### src/design/stip_pkg.sv
// Shared types and constants of the string-to-integer parser.
// No dependencies; used by the front, queue, back and top-level modules.
package stip_pkg;

    localparam int CH_WIDTH      = 8;
    localparam int VALUE_WIDTH   = 64;
    localparam int OFF_OUT_WIDTH = 16;
    localparam int RADIX_WIDTH   = 6;
    localparam int QUEUE_DEPTH   = 2;

    localparam logic [RADIX_WIDTH-1:0] RADIX_RESET  = 6'd10;
    localparam logic [RADIX_WIDTH-1:0] BASE_OCTAL   = 6'd8;
    localparam logic [RADIX_WIDTH-1:0] BASE_DECIMAL = 6'd10;
    localparam logic [RADIX_WIDTH-1:0] BASE_HEX     = 6'd16;
    localparam logic [RADIX_WIDTH-1:0] BASE_DETECT  = 6'd0;

    localparam logic [CH_WIDTH-1:0] CHAR_SPACE   = 8'h20;
    localparam logic [CH_WIDTH-1:0] CHAR_TAB     = 8'h09;
    localparam logic [CH_WIDTH-1:0] CHAR_PLUS    = 8'h2B;
    localparam logic [CH_WIDTH-1:0] CHAR_MINUS   = 8'h2D;
    localparam logic [CH_WIDTH-1:0] CHAR_ZERO    = 8'h30;
    localparam logic [CH_WIDTH-1:0] CHAR_NINE    = 8'h39;
    localparam logic [CH_WIDTH-1:0] CHAR_UPPER_A = 8'h41;
    localparam logic [CH_WIDTH-1:0] CHAR_UPPER_X = 8'h58;
    localparam logic [CH_WIDTH-1:0] CHAR_UPPER_Z = 8'h5A;
    localparam logic [CH_WIDTH-1:0] CHAR_LOWER_A = 8'h61;
    localparam logic [CH_WIDTH-1:0] CHAR_LOWER_X = 8'h78;
    localparam logic [CH_WIDTH-1:0] CHAR_LOWER_Z = 8'h7A;
    localparam logic [CH_WIDTH-1:0] LETTER_BASE  = 8'd10;

    typedef enum logic [2:0] {
        PH_DONE,
        PH_LEAD,
        PH_SIGNED,
        PH_DIGITS,
        PH_HEXMARK
    } phase_t;

    // One classified character as it travels from the front to the back.
    typedef struct packed {
        logic                   first;
        logic                   is_blank;
        logic                   is_sign;
        logic                   is_minus;
        logic                   is_zero;
        logic                   is_x;
        logic                   is_digit;
        logic [RADIX_WIDTH-1:0] dval;
    } item_t;

endpackage

### src/design/stip_front.sv
// Front end of the parser: takes input words and classifies each character.
// Depends on stip_pkg; feeds stip_queue.
module stip_front (
    input  logic                             s_tvalid,
    output logic                             s_tready,
    input  logic [stip_pkg::CH_WIDTH-1:0]    ch,
    input  logic                             first,
    input  logic                             q_full,
    output logic                             push,
    output stip_pkg::item_t                  item
);

    assign s_tready = !q_full;
    assign push     = s_tvalid && !q_full;

    always_comb begin
        item          = '0;
        item.first    = first;
        item.is_blank = (ch == stip_pkg::CHAR_SPACE) || (ch == stip_pkg::CHAR_TAB);
        item.is_sign  = (ch == stip_pkg::CHAR_PLUS) || (ch == stip_pkg::CHAR_MINUS);
        item.is_minus = (ch == stip_pkg::CHAR_MINUS);
        item.is_zero  = (ch == stip_pkg::CHAR_ZERO);
        item.is_x     = (ch == stip_pkg::CHAR_LOWER_X) || (ch == stip_pkg::CHAR_UPPER_X);
        case (ch) inside
            [stip_pkg::CHAR_ZERO:stip_pkg::CHAR_NINE]: begin
                item.is_digit = 1'b1;
                item.dval     = stip_pkg::RADIX_WIDTH'(ch - stip_pkg::CHAR_ZERO);
            end
            [stip_pkg::CHAR_LOWER_A:stip_pkg::CHAR_LOWER_Z]: begin
                item.is_digit = 1'b1;
                item.dval     = stip_pkg::RADIX_WIDTH'(ch - stip_pkg::CHAR_LOWER_A
                                                       + stip_pkg::LETTER_BASE);
            end
            [stip_pkg::CHAR_UPPER_A:stip_pkg::CHAR_UPPER_Z]: begin
                item.is_digit = 1'b1;
                item.dval     = stip_pkg::RADIX_WIDTH'(ch - stip_pkg::CHAR_UPPER_A
                                                       + stip_pkg::LETTER_BASE);
            end
            default: begin
                item.is_digit = 1'b0;
                item.dval     = '0;
            end
        endcase
    end

endmodule

### src/design/stip_queue.sv
// Short queue of classified characters between the front and back ends.
// Depends on stip_pkg for the item type and depth.
module stip_queue (
    input  logic            aclk,
    input  logic            aresetn,
    input  logic            push,
    input  stip_pkg::item_t push_item,
    output logic            full,
    input  logic            pop,
    output logic            q_valid,
    output stip_pkg::item_t q_item
);

    localparam int DEPTH = stip_pkg::QUEUE_DEPTH;
    localparam int PTR_W = (DEPTH > 1) ? $clog2(DEPTH) : 1;
    localparam int CNT_W = $clog2(DEPTH + 1);

    stip_pkg::item_t   slot_reg [DEPTH];
    logic [PTR_W-1:0]  wr_ptr_reg, wr_ptr_next;
    logic [PTR_W-1:0]  rd_ptr_reg, rd_ptr_next;
    logic [CNT_W-1:0]  count_reg, count_next;
    logic              do_pop;

    assign full    = (count_reg == CNT_W'(DEPTH));
    assign q_valid = (count_reg != '0);
    assign q_item  = slot_reg[rd_ptr_reg];
    assign do_pop  = pop && q_valid;

    always_comb begin
        wr_ptr_next = wr_ptr_reg;
        rd_ptr_next = rd_ptr_reg;
        count_next  = count_reg;
        if (push) begin
            wr_ptr_next = (wr_ptr_reg == PTR_W'(DEPTH - 1)) ? '0 : wr_ptr_reg + 1'b1;
        end
        if (do_pop) begin
            rd_ptr_next = (rd_ptr_reg == PTR_W'(DEPTH - 1)) ? '0 : rd_ptr_reg + 1'b1;
        end
        if (push && !do_pop) begin
            count_next = count_reg + 1'b1;
        end else if (!push && do_pop) begin
            count_next = count_reg - 1'b1;
        end
    end

    always_ff @(posedge aclk) begin
        if (!aresetn) begin
            wr_ptr_reg <= '0;
            rd_ptr_reg <= '0;
            count_reg  <= '0;
        end else begin
            wr_ptr_reg <= wr_ptr_next;
            rd_ptr_reg <= rd_ptr_next;
            count_reg  <= count_next;
        end
    end

    always_ff @(posedge aclk) begin
        if (push) begin
            slot_reg[wr_ptr_reg] <= push_item;
        end
    end

endmodule

### src/design/stip_back.sv
// Back end of the parser: the sequencer that runs sign, prefix and digit
// handling, the multiply-add accumulator and the output register. Uses stip_pkg.
module stip_back #(
    parameter int OFFSET_BITS = 16
) (
    input  logic                                    aclk,
    input  logic                                    aresetn,
    input  logic [stip_pkg::RADIX_WIDTH-1:0]        radix,
    input  logic                                    q_valid,
    input  stip_pkg::item_t                         q_item,
    output logic                                    pop,
    output logic                                    m_tvalid,
    input  logic                                    m_tready,
    output logic [stip_pkg::VALUE_WIDTH-1:0]        value,
    output logic [stip_pkg::OFF_OUT_WIDTH-1:0]      end_offset
);

    localparam int VW = stip_pkg::VALUE_WIDTH;
    localparam int RW = stip_pkg::RADIX_WIDTH;

    stip_pkg::phase_t       phase_reg, phase_next, ph;
    logic                   neg_reg, neg_next, neg;
    logic [VW-1:0]          acc_reg, acc_next, acc;
    logic [RW-1:0]          base_reg, base_next, base;
    logic [OFFSET_BITS-1:0] pos_reg, pos_next, pos;
    logic                   zp_reg, zp_next, zp;

    logic                   out_valid_reg, out_valid_next;
    logic [VW-1:0]          out_value_reg, out_value_next;
    logic [OFFSET_BITS-1:0] out_off_reg, out_off_next;

    logic                   emit;
    logic [VW-1:0]          emit_val;
    logic [OFFSET_BITS-1:0] emit_off;
    logic                   out_free;
    logic                   do_begin;
    logic [RW-1:0]          begin_base;

    function automatic logic [OFFSET_BITS-1:0] pos_inc(input logic [OFFSET_BITS-1:0] p);
        pos_inc = (p == '1) ? p : p + 1'b1;
    endfunction

    // A start flag resets the parse before the character is looked at.
    always_comb begin
        ph   = q_item.first ? stip_pkg::PH_LEAD : phase_reg;
        neg  = q_item.first ? 1'b0 : neg_reg;
        acc  = q_item.first ? '0 : acc_reg;
        base = q_item.first ? radix : base_reg;
        pos  = q_item.first ? '0 : pos_reg;
        zp   = q_item.first ? 1'b0 : zp_reg;
    end

    assign do_begin   = (ph == stip_pkg::PH_SIGNED) ||
                        ((ph == stip_pkg::PH_LEAD) && !q_item.is_blank && !q_item.is_sign);
    assign begin_base = (base == stip_pkg::BASE_DETECT) ? stip_pkg::BASE_DECIMAL : base;

    always_comb begin
        phase_next = ph;
        neg_next   = neg;
        acc_next   = acc;
        base_next  = base;
        pos_next   = pos;
        zp_next    = zp;
        emit       = 1'b0;
        emit_val   = '0;
        emit_off   = '0;
        if (do_begin) begin
            if ((base == stip_pkg::BASE_DETECT) && q_item.is_zero) begin
                base_next  = stip_pkg::BASE_OCTAL;
                acc_next   = '0;
                zp_next    = 1'b1;
                phase_next = stip_pkg::PH_DIGITS;
                pos_next   = pos_inc(pos);
            end else begin
                base_next = begin_base;
                if (q_item.is_digit && (q_item.dval < begin_base)) begin
                    acc_next   = VW'(q_item.dval);
                    phase_next = stip_pkg::PH_DIGITS;
                    pos_next   = pos_inc(pos);
                end else begin
                    // No digit at all: the result is zero at the start of the string.
                    acc_next   = '0;
                    phase_next = stip_pkg::PH_DONE;
                    emit       = 1'b1;
                end
            end
        end else begin
            case (ph)
                stip_pkg::PH_LEAD: begin
                    pos_next = pos_inc(pos);
                    if (q_item.is_sign) begin
                        neg_next   = q_item.is_minus;
                        phase_next = stip_pkg::PH_SIGNED;
                    end
                end
                stip_pkg::PH_DIGITS: begin
                    zp_next = 1'b0;
                    if (zp && q_item.is_x) begin
                        // The offset stays at the 'x' until a hex digit confirms it.
                        base_next  = stip_pkg::BASE_HEX;
                        phase_next = stip_pkg::PH_HEXMARK;
                    end else if (q_item.is_digit && (q_item.dval < base)) begin
                        acc_next = acc_reg * VW'(base_reg) + VW'(q_item.dval);
                        pos_next = pos_inc(pos);
                    end else begin
                        phase_next = stip_pkg::PH_DONE;
                        emit       = 1'b1;
                        emit_val   = neg_reg ? ('0 - acc_reg) : acc_reg;
                        emit_off   = pos_reg;
                    end
                end
                stip_pkg::PH_HEXMARK: begin
                    if (q_item.is_digit && (q_item.dval < stip_pkg::BASE_HEX)) begin
                        acc_next   = VW'(q_item.dval);
                        phase_next = stip_pkg::PH_DIGITS;
                        pos_next   = pos_inc(pos_inc(pos));
                    end else begin
                        acc_next   = '0;
                        phase_next = stip_pkg::PH_DONE;
                        emit       = 1'b1;
                        emit_off   = pos_reg;
                    end
                end
                default: begin
                    phase_next = stip_pkg::PH_DONE;
                end
            endcase
        end
    end

    assign out_free = !out_valid_reg || m_tready;
    assign pop      = q_valid && (!emit || out_free);

    always_comb begin
        out_valid_next = out_valid_reg;
        out_value_next = out_value_reg;
        out_off_next   = out_off_reg;
        if (pop && emit) begin
            out_valid_next = 1'b1;
            out_value_next = emit_val;
            out_off_next   = emit_off;
        end else if (m_tready) begin
            out_valid_next = 1'b0;
        end
    end

    always_ff @(posedge aclk) begin
        if (!aresetn) begin
            phase_reg     <= stip_pkg::PH_DONE;
            neg_reg       <= 1'b0;
            acc_reg       <= '0;
            base_reg      <= '0;
            pos_reg       <= '0;
            zp_reg        <= 1'b0;
            out_valid_reg <= 1'b0;
        end else begin
            if (pop) begin
                phase_reg <= phase_next;
                neg_reg   <= neg_next;
                acc_reg   <= acc_next;
                base_reg  <= base_next;
                pos_reg   <= pos_next;
                zp_reg    <= zp_next;
            end
            out_valid_reg <= out_valid_next;
        end
    end

    always_ff @(posedge aclk) begin
        out_value_reg <= out_value_next;
        out_off_reg   <= out_off_next;
    end

    assign m_tvalid   = out_valid_reg;
    assign value      = out_value_reg;
    assign end_offset = stip_pkg::OFF_OUT_WIDTH'(out_off_reg);

endmodule

### src/design/string_to_integer_parser.sv
// Top level of the streaming string-to-integer parser.
// Instantiates stip_front, stip_queue and stip_back; uses stip_pkg.
//
// Parses a string that arrives one character per word, in the manner of strtol:
// blanks and one sign are skipped, a base of zero picks hex, octal or decimal
// from the prefix, and the first non-digit (or NUL) yields one result word with
// the signed 64-bit value and the offset where parsing stopped. A word with the
// start flag set begins a new string and drops any parse in progress; words
// after a result are ignored until the next start. The block takes one
// character every clock cycle while the queue is not full; the result for the
// character that ends a number goes through the queue and the output register.
// The rate is set by the accumulator loop, one 64 by 6 bit multiply-add per cycle.
// A two-word queue sits between the classifier and the sequencer, so input keeps
// flowing while a result waits to be taken.
// The radix register is read when a string starts and should be written only
// while no string is in flight.
module string_to_integer_parser #(
    parameter int OFFSET_BITS = 16
) (
    input  logic        aclk,
    input  logic        aresetn,
    input  logic        s_tvalid,
    output logic        s_tready,
    input  logic [7:0]  s_tdata,   // [7:0] ch
    input  logic [0:0]  s_tuser,   // [0] first
    output logic        m_tvalid,
    input  logic        m_tready,
    output logic [79:0] m_tdata,   // [63:0] value, [79:64] end_offset
    input  logic        cfg_valid,
    output logic        cfg_ready,
    input  logic [5:0]  cfg_data   // [5:0] radix
);

    logic [stip_pkg::RADIX_WIDTH-1:0]   radix_reg;
    logic                               q_full;
    logic                               push;
    stip_pkg::item_t                    push_item;
    logic                               pop;
    logic                               q_valid;
    stip_pkg::item_t                    q_item;
    logic [stip_pkg::VALUE_WIDTH-1:0]   value;
    logic [stip_pkg::OFF_OUT_WIDTH-1:0] end_offset;

    assign cfg_ready = 1'b1;

    always_ff @(posedge aclk) begin
        if (!aresetn) begin
            radix_reg <= stip_pkg::RADIX_RESET;
        end else if (cfg_valid && cfg_ready) begin
            radix_reg <= cfg_data;
        end
    end

    stip_front u_front (
        .s_tvalid (s_tvalid),
        .s_tready (s_tready),
        .ch       (s_tdata),
        .first    (s_tuser[0]),
        .q_full   (q_full),
        .push     (push),
        .item     (push_item)
    );

    stip_queue u_queue (
        .aclk      (aclk),
        .aresetn   (aresetn),
        .push      (push),
        .push_item (push_item),
        .full      (q_full),
        .pop       (pop),
        .q_valid   (q_valid),
        .q_item    (q_item)
    );

    stip_back #(
        .OFFSET_BITS (OFFSET_BITS)
    ) u_back (
        .aclk       (aclk),
        .aresetn    (aresetn),
        .radix      (radix_reg),
        .q_valid    (q_valid),
        .q_item     (q_item),
        .pop        (pop),
        .m_tvalid   (m_tvalid),
        .m_tready   (m_tready),
        .value      (value),
        .end_offset (end_offset)
    );

    assign m_tdata = {end_offset, value};

endmodule

### config.mk
export PLATFORM = sky130hd
export DESIGN_NAME = string_to_integer_parser
export DESIGN_NICKNAME = d
export VERILOG_FILES = /design/src/design/stip_pkg.sv /design/src/design/stip_front.sv /design/src/design/stip_queue.sv /design/src/design/stip_back.sv /design/src/design/string_to_integer_parser.sv
export SDC_FILE = /design/constraint.sdc
export NUM_CORES = 2
export LEC_CHECK = 0
export CELL_PAD_IN_SITES_DETAIL_PLACEMENT = 1
export CELL_PAD_IN_SITES_GLOBAL_PLACEMENT = 2
export CORE_ASPECT_RATIO = 0.9
export CORE_MARGIN = 2
export CORE_UTILIZATION = 40
export CTS_CLUSTER_SIZE = 8
export DETAILED_ROUTE_END_ITERATION = 8
export DONT_BUFFER_PORTS = 1
export GPL_TIMING_DRIVEN = 0
export PLACE_DENSITY = 0.84
export SLEW_MARGIN = 25
export SYNTH_ARGS = -nofsm -noshare
export SYNTH_HDL_FRONTEND = slang
export SYNTH_SLANG_ARGS = --single-unit
### constraint.sdc
create_clock -name aclk -period 9.45 [get_ports aclk]
set_input_delay 0.945 -clock aclk [delete_from_list [all_inputs] [get_ports aclk]]
set_output_delay 0.945 -clock aclk [all_outputs]
set_load 0.03 [all_outputs]
=== After elaboration in Yosys (flattened, before gate mapping) ===
Memory sizes are Yosys's and may differ from the RTL's. A register that Yosys moved wholly into a read port is not among the register bits.
Cells that the tools add are included.

* Reductions and logical operators: 34
* Magnitude comparators: 9
* Bitwise operators: 1
* Eq/ne operators: 14
* Multiplexer cells: 66
* $add $sub $neg: 13
* $mul: 1

{| class="wikitable"
|+ Operators by type and width
! kind !! count
|-
| 64-bit two-way mux || 6
|-
| 16-bit two-way mux || 12
|-
| 64-bit one-hot mux with 2 select lines || 1
|-
| 64-bit by 6-bit adder with 64-bit output || 1
|-
| 64-bit by 6-bit multiplier with 64-bit output || 1
|-
| 1-bit by 64-bit subtractor with 64-bit output, first input constant || 1
|-
| 6-bit two-way mux || 8
|-
| 16-bit one-hot mux with 3 select lines || 1
|-
| 16-bit by 1-bit adder with 16-bit output, second input constant || 2
|-
| 16-bit == test, second input constant || 2
|-
| 8-bit by 6-bit == test with 1-bit output, second input constant || 4
|-
| 16-bit one-hot mux with 2 select lines || 1
|-
| 1-bit two-way mux || 22
|-
| 7-bit two-way mux || 3
|-
| 3-bit two-way mux || 6
|-
| 8-bit by 7-bit == test with 1-bit output, second input constant || 2
|-
| 8-bit by 7-bit >= comparator with 1-bit output, second input constant || 2
|-
| 8-bit by 7-bit less-or-equal comparator with 1-bit output, second input constant || 2
|-
| 1-bit logical AND || 16
|-
| 6-bit by 4-bit adder with 6-bit output, second input constant || 2
|-
| 6-bit less-than comparator || 2
|-
| 6-bit subtractor, second input constant || 2
|-
| 3-bit one-hot mux with 3 select lines || 1
|-
| 8-bit by 4-bit == test with 1-bit output, second input constant || 1
|-
| 19 further kinds || 37
|}

* Word-level logic and storage cells: 152
* Memories: 1
* Output and inout bits: 83
* Bits in registers: 182
* Bits of input ports: 20
* Bits in writable memories: 26

{| class="wikitable"
|+ Memories
! memory !! words !! bits a word !! read ports !! clocked after memory_dff !! write ports !! line !! RTL
|-
| u_queue.slot_reg || 2 || 13 || 1 || 1 || 1 || stip_queue.sv:18 || <nowiki>stip_pkg::item_t slot_reg [DEPTH];</nowiki>
|}

=== Logic depth before layout (Yosys ltp) ===
* Word-level depth: 15
* Gate-level depth with buffers: 23
* Depth with buffers taken out: 21

=== Hierarchy ===
A second synthesis with hierarchy kept.

* Cells, all modules: 2739
* Area, all modules: 24262.0 um^2

{| class="wikitable"
|+ Modules (own cells, without submodules)
! module !! area each (um^2) !! cells each !! times used
|-
| stip_back || 22389.0 || 2585 || 1
|-
| stip_queue || 1152.4 || 62 || 1
|-
| stip_front || 485.5 || 71 || 1
|-
| string_to_integer_parser || 235.2 || 21 || 1
|}

=== Worst setup path after synthesis ===
Ideal clock, no wire load.

* Path kind: flip-flop to flip-flop
* Start: reg with a tool-made name
* End: reg u_back.out_off_reg[0] (netlist: u_back.end_offset[0]) (enable)
* Stages on the path, launching flop included: 17
* Period minus slack after synthesis: 7.634 ns
* Data arrival time: 7.115 ns
* Setup slack: 1.816 ns
* Library setup time: 0.519 ns
* Path through: dfxtp_1 buf_2 mux2_2 buf_1 buf_1 buf_1 mux2i_1 ha_1 a21o_1 a211o_1 a21oi_2 o221ai_1 a21oi_1 inv_1 clkbuf_1 buf_1 nor2_1

{| class="wikitable"
|+ RTL lines
! what !! line !! RTL
|-
| to (signal assigned) || stip_back.sv:171 || <nowiki>out_off_reg <= out_off_next;</nowiki>
|-
| to (decl) || stip_back.sv:30 || <nowiki>logic [OFFSET_BITS-1:0] out_off_reg, out_off_next;</nowiki>
|}

=== Final worst setup path ===
* Start: reg u_back.base_reg[4]
* End: reg u_back.acc_reg[63]

* Longest elaborated chain between the ends: 11
* Elaborated cells on any way between the ends: 23
* Those cells by class: add/sub: 1; mul: 1; order compare: 2; mux: 12; reduce/logical: 7

{| class="wikitable"
|+ RTL lines
! what !! line !! RTL
|-
| from (decl) || stip_back.sv:24 || <nowiki>logic [RW-1:0] base_reg, base_next, base;</nowiki>
|-
| from (signal assigned) || stip_back.sv:161 || <nowiki>base_reg <= base_next;</nowiki>
|-
| parallel branches: the longest is 11 deep, another holds 64-bit by 6-bit multiplier with 64-bit output || - ||
|-
| to (signal assigned) || stip_back.sv:160 || <nowiki>acc_reg <= acc_next;</nowiki>
|-
| to (decl) || stip_back.sv:23 || <nowiki>logic [VW-1:0] acc_reg, acc_next, acc;</nowiki>
|}

Several ways; the timed one is not identified.
A chain may end at the register's enable or synchronous reset.

==> metrics.txt <==
# TYPE chip_impl_metric gauge
chip_impl_info{name="run_status",value="complete, no violations"} 1
chip_impl_metric{name="timing.critical_path.fanout_max",unit=""} 10
chip_impl_metric{name="max-clock-path-buffers",unit=""} 3
chip_impl_metric{name="wire_length_of_the_first_global_routing_pass",unit="mm"} 144
chip_impl_metric{name="fp.dieH",unit="um"} 238
chip_impl_info{name="cts_tree",value="built"} 1
chip_impl_info{name="mostFrequentLayoutCell",value="sky130_fd_sc_hd__and2_1"} 1
chip_impl_metric{name="cts_setup_buffers",unit=""} 0
chip_impl_metric{name="die_area",unit="um2"} 62800
chip_impl_metric{name="power.leakage",unit="nW"} 11.4
chip_impl_metric{name="yosys_warnings",unit=""} 0
chip_impl_info{name="hold_path.class",value="input port to flip-flop"} 1
chip_impl_metric{name="totalWireLength",unit="mm"} 94.1
chip_impl_metric{name="holdBufCountCts",unit=""} 0
chip_impl_metric{name="drt.antenna.violating_nets",unit=""} 0
chip_impl_metric{name="power.density_cell_area",unit="nW/um2"} 183
chip_impl_metric{name="grt-ovfl-total",unit=""} 0
chip_impl_metric{name="floorplan.die.width",unit="um"} 264
chip_impl_metric{name="setup_total_negative_slack",unit="ns"} 0
chip_impl_metric{name="routed_via_count",unit=""} 21726
chip_impl_metric{name="wl_per_cell",unit="um"} 26.2
chip_impl_metric{name="drc",unit=""} 0
chip_impl_metric{name="timing.critical_path.arrival",unit="ns"} 8.24
chip_impl_metric{name="fmaxAchievable",unit="MHz"} 128
chip_impl_metric{name="finalSetupViolations",unit=""} 0
chip_impl_metric{name="max_cap_viol_count",unit=""} 0
chip_impl_metric{name="worst_slew_margin_rel",unit="%"} 26.2
chip_impl_metric{name="initialDrtViolationCount",unit=""} 1567
chip_impl_metric{name="period_share",unit="%"} 82.5
chip_impl_metric{name="tritoncts.num_buffers",unit=""} 35
chip_impl_metric{name="synth_enable_flop_cells",unit=""} 106
chip_impl_metric{name="final_layout_size_suffix_gt1_share",unit="%"} 3.92
chip_impl_metric{name="synth_cell_type_count",unit=""} 87
chip_impl_metric{name="synth-async-reset-ratio",unit="%"} 0
chip_impl_metric{name="area_of_the_placeable_core",unit="um2"} 60000
chip_impl_info{name="grt_setup_unrepaired",value="no"} 1
chip_impl_metric{name="synth.avg_cell_area",unit="um2"} 8.90
chip_impl_metric{name="groute.usage.overall",unit="%"} 30.0
chip_impl_metric{name="grt_antenna_before_repair",unit=""} 4
chip_impl_info{name="worst_setup_path_end_kind",value="flip-flop"} 1
chip_impl_metric{name="yosysSeqAreaShare",unit="%"} 21.6
chip_impl_metric{name="place.detailed.hpwl",unit="mm"} 72.5
chip_impl_metric{name="drt_first_pass_iters",unit=""} 5
chip_impl_metric{name="io_buffers",unit=""} 0
chip_impl_metric{name="critPathRequiredTime",unit="ns"} 9.90
chip_impl_metric{name="timing.clock.skew",unit="ns"} 0.0352
chip_impl_metric{name="synth_cells",unit=""} 2735
chip_impl_metric{name="final_hold_viol_count",unit=""} 0
chip_impl_metric{name="syn2layout_area_growth",unit="%"} 8.98
chip_impl_metric{name="grt_max_degree",unit=""} 31
chip_impl_metric{name="syn-num-nets",unit=""} 3147
chip_impl_info{name="cp-start-kind",value="flip-flop"} 1
chip_impl_info{name="synth_top_flop_cell",value="sky130_fd_sc_hd__edfxtp_1"} 1
chip_impl_metric{name="initial_core_util",unit="%"} 40.6
chip_impl_metric{name="clock_insertion_delay_at_the_later_pin_of_the_skew_report",unit="ns"} 0.58
chip_impl_metric{name="path_clk_slew",unit="ns"} 0.06
chip_impl_metric{name="vdd.ir_drop.worst",unit="uV"} 159
chip_impl_metric{name="layout_min_cycle_time",unit="ns"} 7.79
chip_impl_metric{name="synth.cell_area",unit="um2"} 24300
chip_impl_metric{name="p_total",unit="mW"} 4.86
chip_impl_info{name="worstSetupPathType",value="flip-flop to flip-flop"} 1
chip_impl_info{name="cts_root_buffer",value="sky130_fd_sc_hd__clkbuf_16"} 1
chip_impl_metric{name="cts_sinks",unit=""} 209
chip_impl_metric{name="cts.htree.levels",unit=""} 2
chip_impl_metric{name="worst_slew_pin_slew",unit="ns"} 1.10
chip_impl_metric{name="first_global_vias",unit=""} 23412
chip_impl_metric{name="synth_seq_cells",unit=""} 209
chip_impl_metric{name="finalMaxSlewViolations",unit=""} 0
chip_impl_metric{name="globalplace.congestion",unit=""} 0.947
chip_impl_info{name="final_cell_mix",value="sky130_fd_sc_hd__and2_1 (359), sky130_fd_sc_hd__fa_1 (240), sky130_fd_sc_hd__nand2_1 (219), sky130_fd_sc_hd__clkbuf_1 (197), sky130_fd_sc_hd__nor2_1 (183)"} 1
chip_impl_metric{name="post_cts_resize_count",unit=""} 0
chip_impl_metric{name="num_io_pins",unit=""} 103
chip_impl_metric{name="via_per_inst",unit=""} 6.06
chip_impl_metric{name="nets",unit=""} 3188
chip_impl_metric{name="fp-row-count",unit=""} 85
==> metal layers <==
layer | vias up | global-route usage [%] | wire [um]
met2 | 781 | 49.8 | 43800
met4 | 0 | 11.7 | 3850
li1 | 9577 | - | -
met1 | 11151 | 39.2 | 40500
met3 | 217 | 4.84 | 5960
met5 | - | 0 | 0
==> where the power goes <==
| part | internal [mW] | switching (mW) | total [mW] |
|---|---|---|---|
| Combinational | 0.578 | 1.64 | 2.22 |
| Clock | 0.748 | 0.519 | 1.27 |
| Sequential | 1.14 | 0.235 | 1.38 |
| Total | 2.47 | 2.39 | 4.86 |
==> cells in the mapped netlist (all sizes together) (10+ instances only) <==
cell	n	share of area, %
a211oi	18	0.58
a21boi	13	0.40
a21o	49	1.5
a21oi	144	3.0
a221oi	15	0.54
a22oi	26	0.80
a31oi	23	0.59
and2	359	9.2
and3	16	0.41
buf	21	0.40
clkbuf	183	2.8
dfxtp	103	8.5
edfxtp	106	13
fa	240	20
ha	152	7.8
inv	93	1.4
mux2	14	0.65
mux2i	26	1.1
nand2	220	3.4
nand2b	14	0.36
nand3	41	0.84
nand4	31	0.82
nor2	185	2.9
nor2b	41	1.1
nor3	31	0.64
nor4	15	0.39
o211ai	21	0.65
o21ai	154	3.2
o21bai	20	0.62
o31a	15	0.54
o31ai	34	1.3
o41ai	12	0.43
or2	10	0.27
or3	17	0.48
or4	13	0.45
xnor2	64	2.3
xor2	88	3.2
==> layout make-up <==
cell class,count,area (um2)
Fill cell,7009,33500
Multi-Input combinational cell,2229,18000
Sequential cell,209,5250
Inverter,93,349
Antenna cell,1,2.50
Tap cell,783,980
Clock buffer,58,1030
Clock inverter,6,48.8
Buffer,204,792
Timing Repair Buffer,4,90.1
==> stage by stage <==
step | worst slack [ns] | hold slack, ns | cells | cell area (um2) | util, %
finish | 1.66 | 0.479 | 3587 | 26500 | 44.2
global route | 1.24 | 0.470 | 3586 | 26500 | 44.2
CTS | 1.76 | 0.460 | 3586 | 26500 | 44.2
detailed placement | 1.81 | 0.533 | 3522 | 25400 | 42.4
global placement | -2.05 | 0.493 | 3518 | 25300 | 42.2
floorplan | 1.82 | 0.455 | 2735 | 24300 | -
==> worst max-delay path, cell delays in order (launching register included) <==
cell and delay, ns:
sky130_fd_sc_hd__dfxtp_1 0.30, sky130_fd_sc_hd__clkbuf_2 0.51, sky130_fd_sc_hd__clkbuf_1 0.77, sky130_fd_sc_hd__nand2_1 0.17
sky130_fd_sc_hd__fa_1 0.54, sky130_fd_sc_hd__fa_1 0.55, sky130_fd_sc_hd__inv_1 0.06, sky130_fd_sc_hd__fa_1 0.53
sky130_fd_sc_hd__inv_1 0.05, sky130_fd_sc_hd__fa_1 0.55, sky130_fd_sc_hd__inv_1 0.05, sky130_fd_sc_hd__ha_1 0.37
sky130_fd_sc_hd__o2111ai_1 0.22, sky130_fd_sc_hd__a2111oi_0 0.83, sky130_fd_sc_hd__o31a_1 0.28, sky130_fd_sc_hd__a211o_1 0.27
sky130_fd_sc_hd__a211oi_1 0.16, sky130_fd_sc_hd__o31ai_1 0.67, sky130_fd_sc_hd__a21boi_0 0.20, sky130_fd_sc_hd__o21ai_0 0.35
sky130_fd_sc_hd__nor4_1 0.08, sky130_fd_sc_hd__nand3b_1 0.16
==> path summary, 6_finish.rpt <==
check,endpoint,depth (start not counted),slack [ns],start
worst max-delay path,u_back.acc_reg[63],21,1.66,u_back.base_reg[4]
worst min-delay path,u_queue.slot_reg[0][12],0,0.48,s_tuser
worst max register to register,u_back.acc_reg[63],21,1.66,u_back.base_reg[4]
worst min register to register,u_queue.count_reg[1],2,0.54,u_queue.count_reg[1]
==> cells by family after synthesis <==
family                     Yosys count  synth area share, %
xor gates and xnor gates           152                 5.47
muxes                               40                 1.72
other                                1               0.0154
buffers and inverters              297                 4.66
and+or+nand+nor                   1028                 22.4
DFF                                209                 21.6
adders and majority gates          392                 27.6
AOI/OAI and AO/OA                  616                 16.6
Power figures use the tool's default switching activity.
